<file path="src/design/apd_pkg.sv">
`default_nettype none

package apd_pkg;

   localparam int FRAME_W    = 24;
   localparam int TIME_W     = 48;
   localparam int PERIOD_W   = 20;
   localparam int SHRINK_W   = 20;
   localparam int WLEN_W     = 10;
   localparam int OUT_W      = 32;
   localparam int LAG_OUT_W  = 33;
   localparam int LAG_W      = 34;
   localparam int CSR_IDX_W  = 2;
   localparam int CSR_DATA_W = 20;

   localparam int MAX_WINDOW = 512;
   localparam int WIN_AW     = $clog2(MAX_WINDOW);
   localparam int FILL_W     = $clog2(MAX_WINDOW + 1);
   localparam int LEN_W      = (FILL_W > WLEN_W) ? FILL_W : WLEN_W;

   localparam int PROD_W = PERIOD_W + FRAME_W;
   localparam int ELAP_W = TIME_W + 1;
   localparam int EXP_W  = PROD_W + 2;
   localparam int DIFF_W = ELAP_W + 2;

   localparam logic [CSR_IDX_W-1:0] CSR_FRAME_PERIOD = 2'd0;
   localparam logic [CSR_IDX_W-1:0] CSR_SHRINK_STEP  = 2'd1;
   localparam logic [CSR_IDX_W-1:0] CSR_WINDOW_LEN   = 2'd2;

   localparam logic [PERIOD_W-1:0] RST_FRAME_PERIOD = 20'd33333;
   localparam logic [SHRINK_W-1:0] RST_SHRINK_STEP  = 20'd5000;
   localparam logic [WLEN_W-1:0]   RST_WINDOW_LEN   = 10'd300;

   typedef enum logic [2:0] {
      ST_IDLE,
      ST_EXPECT,
      ST_DIFF,
      ST_PUSH,
      ST_SCAN,
      ST_FINISH
   } apd_state_type;

   typedef struct packed {
      logic load;
      logic expect_en;
      logic diff;
      logic push;
      logic scan;
      logic finish;
   } apd_cmd_type;

   typedef struct packed {
      logic scan_done;
   } apd_sts_type;

   // clamp a signed difference to the unsigned 32-bit range
   function automatic logic [OUT_W-1:0] sat32(input logic [DIFF_W-1:0] v);
      if (v[DIFF_W-1] || (v == '0)) begin
         return '0;
      end else if (|v[DIFF_W-2:OUT_W]) begin
         return '1;
      end else begin
         return v[OUT_W-1:0];
      end
   endfunction

endpackage

`default_nettype wire

</file>
<file path="src/design/apd_ctrl.sv">
`default_nettype none

module apd_ctrl import apd_pkg::*; (
   input  wire logic        clock,
   input  wire logic        reset,
   input  wire logic        req_valid,
   output logic             req_stall,
   output logic             rsp_valid,
   input  wire logic        rsp_stall,
   output apd_cmd_type      cmd,
   input  wire apd_sts_type sts
);

   apd_state_type state_ff, state_in;
   logic          rsp_valid_ff, rsp_valid_in;
   logic          out_free;

   assign out_free = !rsp_valid_ff || !rsp_stall;

   always_comb begin
      state_in = state_ff;
      unique case (state_ff)
         ST_IDLE: begin
            if (req_valid) begin
               state_in = ST_EXPECT;
            end
         end
         ST_EXPECT: state_in = ST_DIFF;
         ST_DIFF:   state_in = ST_PUSH;
         ST_PUSH:   state_in = ST_SCAN;
         ST_SCAN: begin
            if (sts.scan_done) begin
               state_in = ST_FINISH;
            end
         end
         ST_FINISH: begin
            if (out_free) begin
               state_in = ST_IDLE;
            end
         end
         default: state_in = ST_IDLE;
      endcase
   end

   always_comb begin
      cmd           = '0;
      req_stall     = (state_ff != ST_IDLE);
      cmd.load      = (state_ff == ST_IDLE) && req_valid;
      cmd.expect_en = (state_ff == ST_EXPECT);
      cmd.diff      = (state_ff == ST_DIFF);
      cmd.push      = (state_ff == ST_PUSH);
      cmd.scan      = (state_ff == ST_SCAN);
      cmd.finish    = (state_ff == ST_FINISH) && out_free;
      priority if (cmd.finish) begin
         rsp_valid_in = 1'b1;
      end else if (rsp_valid_ff && !rsp_stall) begin
         rsp_valid_in = 1'b0;
      end else begin
         rsp_valid_in = rsp_valid_ff;
      end
   end

   assign rsp_valid = rsp_valid_ff;

   always_ff @(posedge clock) begin
      if (reset) begin
         state_ff     <= ST_IDLE;
         rsp_valid_ff <= 1'b0;
      end else begin
         state_ff     <= state_in;
         rsp_valid_ff <= rsp_valid_in;
      end
   end

endmodule

`default_nettype wire

</file>
<file path="config.mk">
export PLATFORM = sky130hd
export DESIGN_NAME = apd_ctrl
export DESIGN_NICKNAME = d
export VERILOG_FILES = /design/src/design/apd_pkg.sv /design/src/design/apd_ctrl.sv
export SDC_FILE = /design/constraint.sdc
export NUM_CORES = 1
export LEC_CHECK = 0
export BUFFER_PORTS_ARGS = -buffer_cell sky130_fd_sc_hd__buf_2
export CAP_MARGIN = 20
export CORE_AREA = 2 2 39 41
export DETAILED_ROUTE_END_ITERATION = 8
export DIE_AREA = 0 0 41 43
export HOLD_SLACK_MARGIN = 0.1
export PLACE_DENSITY_LB_ADDON = 0.25
export SETUP_SLACK_MARGIN = 0.2
export SYNTH_ARGS = -nofsm -noshare
export SYNTH_HDL_FRONTEND = slang
export SYNTH_SLANG_ARGS = --single-unit
export TNS_END_PERCENT = 1
</file>
<file path="constraint.sdc">
create_clock -name clock -period 1 [get_ports clock]
set_input_delay 0 -clock clock [delete_from_list [all_inputs] [get_ports clock]]
set_output_delay 0 -clock clock [all_outputs]
set_load 0.03 [all_outputs]
</file>
After elaboration in Yosys (flattened, before gate mapping) --
Cells that the tools add are included.
Storage, ports and cells: bits in registers 4, word-level logic and storage cells 26, input port bits 5
Cells by class: reductions and logical operators 10, multiplexer cells 6, equal/unequal tests 8
Operators with widths (number):
- one-hot mux 3 bit (6 select lines) | 1
- two-way mux 3 bit | 3
- equality test 3 x 2 -> 1 bit, second input constant | 2
- equality test 3 bit, second input constant | 2
- inequality test 2 bit, second input constant | 2
- equality test 3 x 1 -> 1 bit, second input constant | 1
- logical AND 1 bit | 3
- logical NOT 3 bit | 1
- AND reduction 3 bit | 1
- nonzero test 3 bit | 1
- logical NOT 1 bit | 2
- two-way mux 1 bit | 2
- inequality test 2 x 1 -> 1 bit, second input constant | 1
- nonzero test 2 bit | 1
- logical OR 1 bit | 1

Longest topological paths before layout --
Gate-level depths: netlist of run 1.
depth after elaboration 4, gate-level depth with buffers 4, mapped depth without buffers 3

Worst setup path after synthesis of run 1 --
Ideal clock, no wire load.
path type reg2out, start register state_ff[0], end output cmd[5] in the netlist's numbering, cell stages (with the launch flop) 4, path slack -0.416 ns, data arrival time 1.416 ns, cell sequence dfxtp_1 -> buf_2 -> or3_1 -> nor2_1
RTL lines:
- from (decl) | line apd_ctrl.sv:14 | apd_state_type state_ff, state_in;
- from (signal assigned) | line apd_ctrl.sv:70 | state_ff <= state_in;
- to (decl) | line apd_ctrl.sv:10 | output apd_cmd_type cmd,

==> results of run 1 <==
where the power goes:
part,total (W),internal [W],leakage (nW),switching (W)
clock,0.000200,0.000134,0.0138,0.0000654
sequential,0.000197,0.000175,0.0348,0.0000220
combinational,0.000297,0.000165,0.188,0.000132
total,0.000694,0.000475,0.237,0.000219
registers in the layout, indices dropped and copies added, names as in the netlist:
signal	flops
state_ff	3
rsp_valid	1
metal layers:
| metal | vias up | track usage | share of wire |
|---|---|---|---|
| met1 | 119 | 0.0965 | 0.45 |
| met3 | 2 | 0.0157 | 0.065 |
| met5 | - | 0 | 0 |
| met4 | 0 | 0.120 | 0.016 |
| li1 | 141 | - | - |
| met2 | 11 | 0.109 | 0.46 |
per-stage QoR:
step	hold slack (ns)	area, µm²	std cells	worst slack (ns)
2_1_floorplan	0.0691	273	28	-0.0866
3_3_place_gp	0.232	370	59	-0.0540
3_5_place_dp	0.240	370	59	-0.0633
4_1_cts	0.0862	468	65	-0.204
5_1_grt	0.117	485	66	-0.232
6_report	0.0911	485	66	-0.193
synth_stat cells:
library cell	number	area (µm²)
dfxtp_1	4	80.1
a21oi_1	3	15.0
buf_2	2	10.0
nor2_1	2	7.51
nor3_1	2	10.0
nor3b_1	2	15.0
a2111o_1	1	11.3
and3b_1	1	8.76
buf_4	1	7.51
buf_6	1	11.3
inv_1	1	3.75
nand2_1	1	3.75
nand2b_1	1	6.26
nand2b_4	1	13.8
nand3b_1	1	7.51
o21ba_1	1	10.0
o31ai_1	1	7.51
or3_1	1	6.26
xnor2_1	1	8.76
repair_timing:
| item | in CTS | in global routing |
|---|---|---|
| setup buffers | 2 | 1 |
| hold endpoints to repair | 4 | 0 |
| endpoints found under the setup margin | 11 | 11 |
| hold buffers | 1 | 0 |
| pin swaps | 5 | 1 |
| gates cloned | 0 | 0 |
| gates resized for setup | 18 | 2 |
worst max-delay path, stage by stage, from the launching register on:
cell and delay, ns:
dfxtp_4 0.34, or3_4 0.40, nor2_4 0.09, buf_6 0.13
area by class of cell:
type | instances | area [µm²] | area share
inverter | 1 | 3.75 | 0.00773
multi-input combinational | 19 | 169 | 0.348
sequential | 4 | 91.3 | 0.188
tap | 16 | 20.0 | 0.0412
clock buffer | 3 | 22.5 | 0.0464
timing repair buffer | 23 | 179 | 0.369
how the worst max path moves through the flow:
stage / from / endpoint / slack (ns) / cells after the start
2_1_floorplan: state_ff[1] / cmd[5] / -0.09 / 3
3_3_place_gp: state_ff[1] / cmd[5] / -0.05 / 3
3_5_place_dp: state_ff[1] / cmd[5] / -0.06 / 3
4_1_cts: state_ff[2] / cmd[5] / -0.20 / 3
5_1_grt: state_ff[1] / cmd[5] / -0.23 / 3
6_report: state_ff[2] / cmd[5] / -0.19 / 3
logic make-up (layout without fill, tap and decap cells):
family,count (synthesis),in the layout,share of synthesized area
buf+inv,5,27,0.133
simple gates,12,12,0.323
xor+xnor,1,1,0.0359
flops,4,4,0.328
compound gates,6,6,0.179
==> qor.csv, run 1 <==
stage,metric,value,unit
routing,vias,273,
logic_synthesis,yosysUniqueCellTypes,19,
routing,drc,0,
critical_path,r2r-start,state_ff[1],
global_routing,grt_pass1_vias,225,
timing,drv_slew,0,
routing,postRouteAntennaNets,0,
final_layout,utilization,0.351,
routing,viasPerCell,4.14,
routing,drtIter0Drc,2,
critical_path,arrival,1.19,ns
logic_synthesis,avgSynthCellArea,8.71,µm²
floorplan,fp.dieW,41,µm
timing,max_freq,838,MHz
timing,finClkSkew,0.00113,ns
min_path,hold_end,state_ff[0],
power,p_leak,0.237,nW
logic_synthesis,syn_inst,28,
critical_path,cp_max_fo,5,
global_routing,grtUsageTotal,0.0863,
final_layout,antenna_cells,0,
power,vdd_drop_max,0.000540,V
place,dp_hpwl,447,µm
routing,drt-total-wl,633,µm
logic_synthesis,syn_nets,33,
floorplan,ioPinCount,13,
global_routing,grt_pass1_wl,931,µm
floorplan,core-area,1380,µm²
outcome,status,"finished, violations left",
clock_network,clock_sinks,4,
clock_network,h-tree-depth,1,
floorplan,core.rowCount,14,
power,p_total,0.000694,W
final_layout,drive_gt1_frac,0.700,
final_layout,final_nets,57,
floorplan,start_util,0.176,
logic_synthesis,yosysSeqAreaShare,0.328,
job,drv_cap,0,
clock_network,root_buffer,clkbuf_4,
clock_network,cts_buffers,3,
timing,finalSetupViolations,7,
place,place_congestion,0.628,
floorplan,die_area,1760,µm²
timing,fin_crit_sh,1.19,
clock_network,cts_tree,built,
logic_synthesis,synthesis.area,244,µm²
final_layout,layout_commonest_cell,buf_4,
timing,final_hold_viol_count,0,
final_layout,num-fill-cells,144,
routing,drtPass1Iterations,2,
outcome,violations,setup timing,
timing,fin_tns_setup,-0.725,ns
global_routing,grt_overflow,0,
critical_path,r2r-end,state_ff[0],
critical_path,reg2regPathDepth,4,
critical_path,crit_type,reg2out,
clock_network,cts_buffer_depth,2,
critical_path,start_kind,flip-flop,
final_layout,final_cell_mix,"buf_4, buf_2, buf_6",
timing,fin_crit,1.19,ns
floorplan,die_y,43,µm
critical_path,critPathCaptureType,output port,
min_path,worst_hold_startpoint,rsp_stall,
timing,slew-limit-headroom,0.876,
logic_synthesis,synth_seq_cells,4,
clock_network,clk-insertion-delay-late,0.23,ns
timing,rsz0062_at_grt,true,
min_path,hold_depth,3,
min_path,hold_path_class,in2reg,
critical_path,r2r_setup_slack,-0.09,ns
final_layout,syn2layout_area_growth,99.0,%
logic_synthesis,yosysWarnings,0,
timing,tightest_slew,0.185,ns
place,io_buffers,12,
timing,setup_slack,-0.193,ns
clock_network,clk_pin_slew,0.04,ns
power,power_density,1430,nW/µm²
critical_path,crit_required,1.00,ns
routing,wl_per_cell,9.59,µm
global_routing,grt_max_degree,8,
global_routing,antenna_found_initial,0,
(Power assumes the default switching activity.)
==> run 2, diff against run 1 <==
ABC_AREA = 1   (was default)
BUFFER_PORTS_ARGS = default   (was -buffer_cell sky130_fd_sc_hd__buf_2)
DONT_BUFFER_PORTS = 1   (was default)
==> qor.csv, run 2 <==
stage,metric,value,unit,change
place,place_congestion,0.626,,was 0.628
logic_synthesis,synth_most_common_cell,nand2_1,,was dfxtp_1
routing,viasPerCell,4.14,,about the same
timing,fin_crit_sh,1.07,,was 1.19
power,p_leak,0.241,nW,was 0.237 nW
outcome,violations,"hold timing, setup timing",,was setup timing
min_path,worst_hold_startpoint,rsp_stall,,unchanged
power,vdd_drop_max,0.000677,V,was 0.000540 V
clock_network,cts_tree,built,,unchanged
outcome,status,"finished, violations left",,unchanged
logic_synthesis,yosys-top-cells-area,"dfxtp_1, nand2_1, inv_1",,"was dfxtp_1, a21oi_1, nor3b_1"
logic_synthesis,syn_inst,42,,was 28
final_layout,syn2layout_area_growth,78.5,%,was 99.0%
clock_network,clock_sinks,4,,unchanged
clock_network,clk_pin_slew,0.04,ns,about the same
final_layout,drive_gt1_frac,0.554,,was 0.700
timing,drv_slew,0,,unchanged
critical_path,arrival,1.07,ns,was 1.19 ns
clock_network,root_buffer,clkbuf_4,,unchanged
power,swShare,0.446,,was 0.316
job,drv_cap,0,,unchanged
critical_path,critPathCaptureType,output port,,unchanged
global_routing,antenna_found_initial,0,,unchanged
routing,drtIter0Drc,2,,unchanged
timing,final_hold_viol_count,1,,was 0
routing,wl_per_cell,8.42,µm,was 9.59 µm
global_routing,grt_overflow,0,,unchanged
critical_path,crit_type,reg2out,,unchanged
routing,drtPass1Iterations,2,,unchanged
critical_path,cp_max_fo,5,,unchanged
global_routing,met3_usage,0.0314,,was 0.0157
logic_synthesis,async_flop_share,0,,unchanged
global_routing,gr-usage-met1,0.0932,,was 0.0965
timing,setup_slack,-0.0690,ns,was -0.193 ns
timing,rsz0062_at_grt,true,,unchanged
floorplan,ioPinCount,13,,unchanged
timing,fin_crit,1.07,ns,was 1.19 ns
power,combPwrFrac,0.612,,was 0.428
logic_synthesis,synth_common_cells,"nand2_1, inv_1, nor2_1",,"was dfxtp_1, a21oi_1"
power,power_density,2550,nW/µm²,was 1430 nW/µm²
clock_network,h-tree-depth,1,,unchanged
logic_synthesis,yosysSeqAreaShare,0.292,,was 0.328
final_layout,antenna_cells,0,,unchanged
logic_synthesis,yosysUniqueCellTypes,15,,was 19
logic_synthesis,synthesis.area,274,µm²,was 244 µm²
logic_synthesis,synth-xor-area-share,0,,was 0.0359
clock_network,cts_buffers,3,,unchanged
logic_synthesis,synthMuxAreaShare,0,,unchanged
timing,holdWs,-0.0497,ns,was 0.0911 ns
global_routing,grt_busiest_layer,met2,,was met4
logic_synthesis,synthFlopType,dfxtp_1,,unchanged
logic_synthesis,synth_top_family_by_area,simple AND/OR/NAND/NOR gates,,unchanged
timing,finalSetupViolations,5,,was 7
timing,slew-limit-headroom,0.861,,was 0.876
routing,drc,0,,unchanged
final_layout,top_register,state_ff,,unchanged
clock_network,cts_setup_buffers,0,,was 2
logic_synthesis,yosysWarnings,0,,unchanged
final_layout,final_nets,63,,was 57
place,dp_hpwl,482,µm,was 447 µm
logic_synthesis,synth_simple_gate_area_share,0.484,,was 0.323
critical_path,crit_required,1.00,ns,about the same
logic_synthesis,synth_seq_cells,4,,unchanged
logic_synthesis,synth_fa_ha_area_frac,0,,unchanged
global_routing,grt_pass1_vias,275,,was 225
place,io_buffers,0,,was 12
min_path,hold_path_class,in2reg,,unchanged
global_routing,grtUsageTotal,0.0904,,was 0.0863
power,p_seq_frac,0.236,,was 0.284
logic_synthesis,synth_compound_area_frac,0.0457,,was 0.179
critical_path,start_kind,flip-flop,,unchanged
floorplan,core-area,1380,µm²,unchanged
logic_synthesis,post-synth-top-area-fraction,0.292,,was 0.328
logic_synthesis,synth_edf_count,0,,unchanged
routing,postRouteAntennaNets,0,,unchanged
floorplan,fp.dieW,41,µm,unchanged
floorplan,die_y,43,µm,unchanged
global_routing,gr-usage-met2,0.144,,was 0.109
clock_network,clk-insertion-delay-late,0.23,ns,about the same
power,p_int,0.000691,W,was 0.000475 W
logic_synthesis,avgSynthCellArea,6.52,µm²,was 8.71 µm²
timing,finClkSkew,0.00334,ns,was 0.00113 ns
clock_network,cts_buffer_depth,2,,unchanged
timing,max_freq,935,MHz,was 838 MHz
critical_path,startpoint,state_ff[0],,was state_ff[2]
final_layout,largest_register_ffs,3,,unchanged
critical_path,r2r-start,state_ff[0],,was state_ff[1]
timing,fin_tns_setup,-0.218,ns,was -0.725 ns
power,p_clk_frac,0.152,,was 0.288
floorplan,core.rowCount,14,,unchanged
global_routing,grt_max_degree,8,,unchanged
routing,drt-total-wl,606,µm,was 633 µm
floorplan,start_util,0.198,,was 0.176
global_routing,grt_pass1_wl,1.06,mm,was 931 µm
floorplan,die_area,1760,µm²,unchanged
final_layout,final_cell_mix,"nand2_1, buf_4, inv_1",,"was buf_4, buf_2, buf_6"
timing,tightest_slew,0.207,ns,was 0.185 ns
power,power.switching,0.000556,W,was 0.000219 W
place,post-place-ws,0.0268,ns,was -0.0633 ns
clock_network,hold_buffers,1,,unchanged
routing,vias,298,,was 273
logic_synthesis,syn_nets,47,,was 33
logic_synthesis,synth.largest_area_cell,dfxtp_1,,unchanged
[run 2: cell types whose count changed after synthesis, sizes merged, moves of 2 or more]
cell,change
nand2b,-2
inv,+7
nand2,+8
nand3,+6
nor2,+6
buf,-2
a21oi,-2
nor3b,-2
[run 2: area by class of cell]
class                      instances  area (µm²)
clock buffer                       3        22.5
tap                               16        20.0
sequential                         4        88.8
fill                             151         895
timing repair buffer              13         128
multi-input combinational         28         198
inverter                           8        32.5
[run 2: cells by family after synthesis]
group / count (synthesis)
buffers and inverters: 10
AND/OR/NAND/NOR: 26
AO/OA/AOI/OAI: 2
flip-flops: 4
[run 2: repair_timing]
| item | in CTS | in global routing |
|---|---|---|
| pin swaps | 2 | 1 |
| endpoints found under the setup margin | 11 | 11 |
| gates resized for setup | 12 | 3 |
| hold endpoints to repair | 4 | 1 |
[run 2: per-stage QoR]
stage / instances / util / power, W / instance area [µm²]
2_1_floorplan: 42 / - / 0.000707 / 308
3_3_place_gp: 68 / 0.297 / 0.000953 / 412
3_5_place_dp: 68 / 0.297 / 0.000950 / 412
4_1_cts: 72 / 0.348 / 0.00124 / 482
5_1_grt: 72 / 0.354 / 0.00134 / 489
6_report: 72 / 0.354 / 0.00125 / 489
[run 2: final timing paths]
path,depth (start not counted),endpoint,slack [ns]
setup / recovery,4,cmd[4],-0.07
hold reg to reg,2,rsp_valid,0.49
hold / removal,2,rsp_valid,-0.05
setup reg to reg,6,state_ff[2],0.02
[run 2: metal layers]
metal,up-vias,share of wire,wire length (µm)
li1,158,-,-
met4,0,0.012,7
met1,133,0.41,248
met5,-,0,0
met2,5,0.55,334
met3,2,0.023,14
[run 2: power groups by stage]
stage                     Clock (W)  Sequential, W  Combinational, W
after floorplan                   0       0.000261          0.000447
after global placement            0       0.000269          0.000684
after detailed placement          0       0.000266          0.000684
after CTS                  0.000200       0.000290          0.000755
after global routing       0.000212       0.000303          0.000828
final                      0.000190       0.000295          0.000763
[run 2: critical path, cell delays in order (launching register included)]
cell     delay, ns
dfxtp_4       0.37
inv_4         0.05
buf_4         0.13
nor3_4        0.13
buf_6         0.15
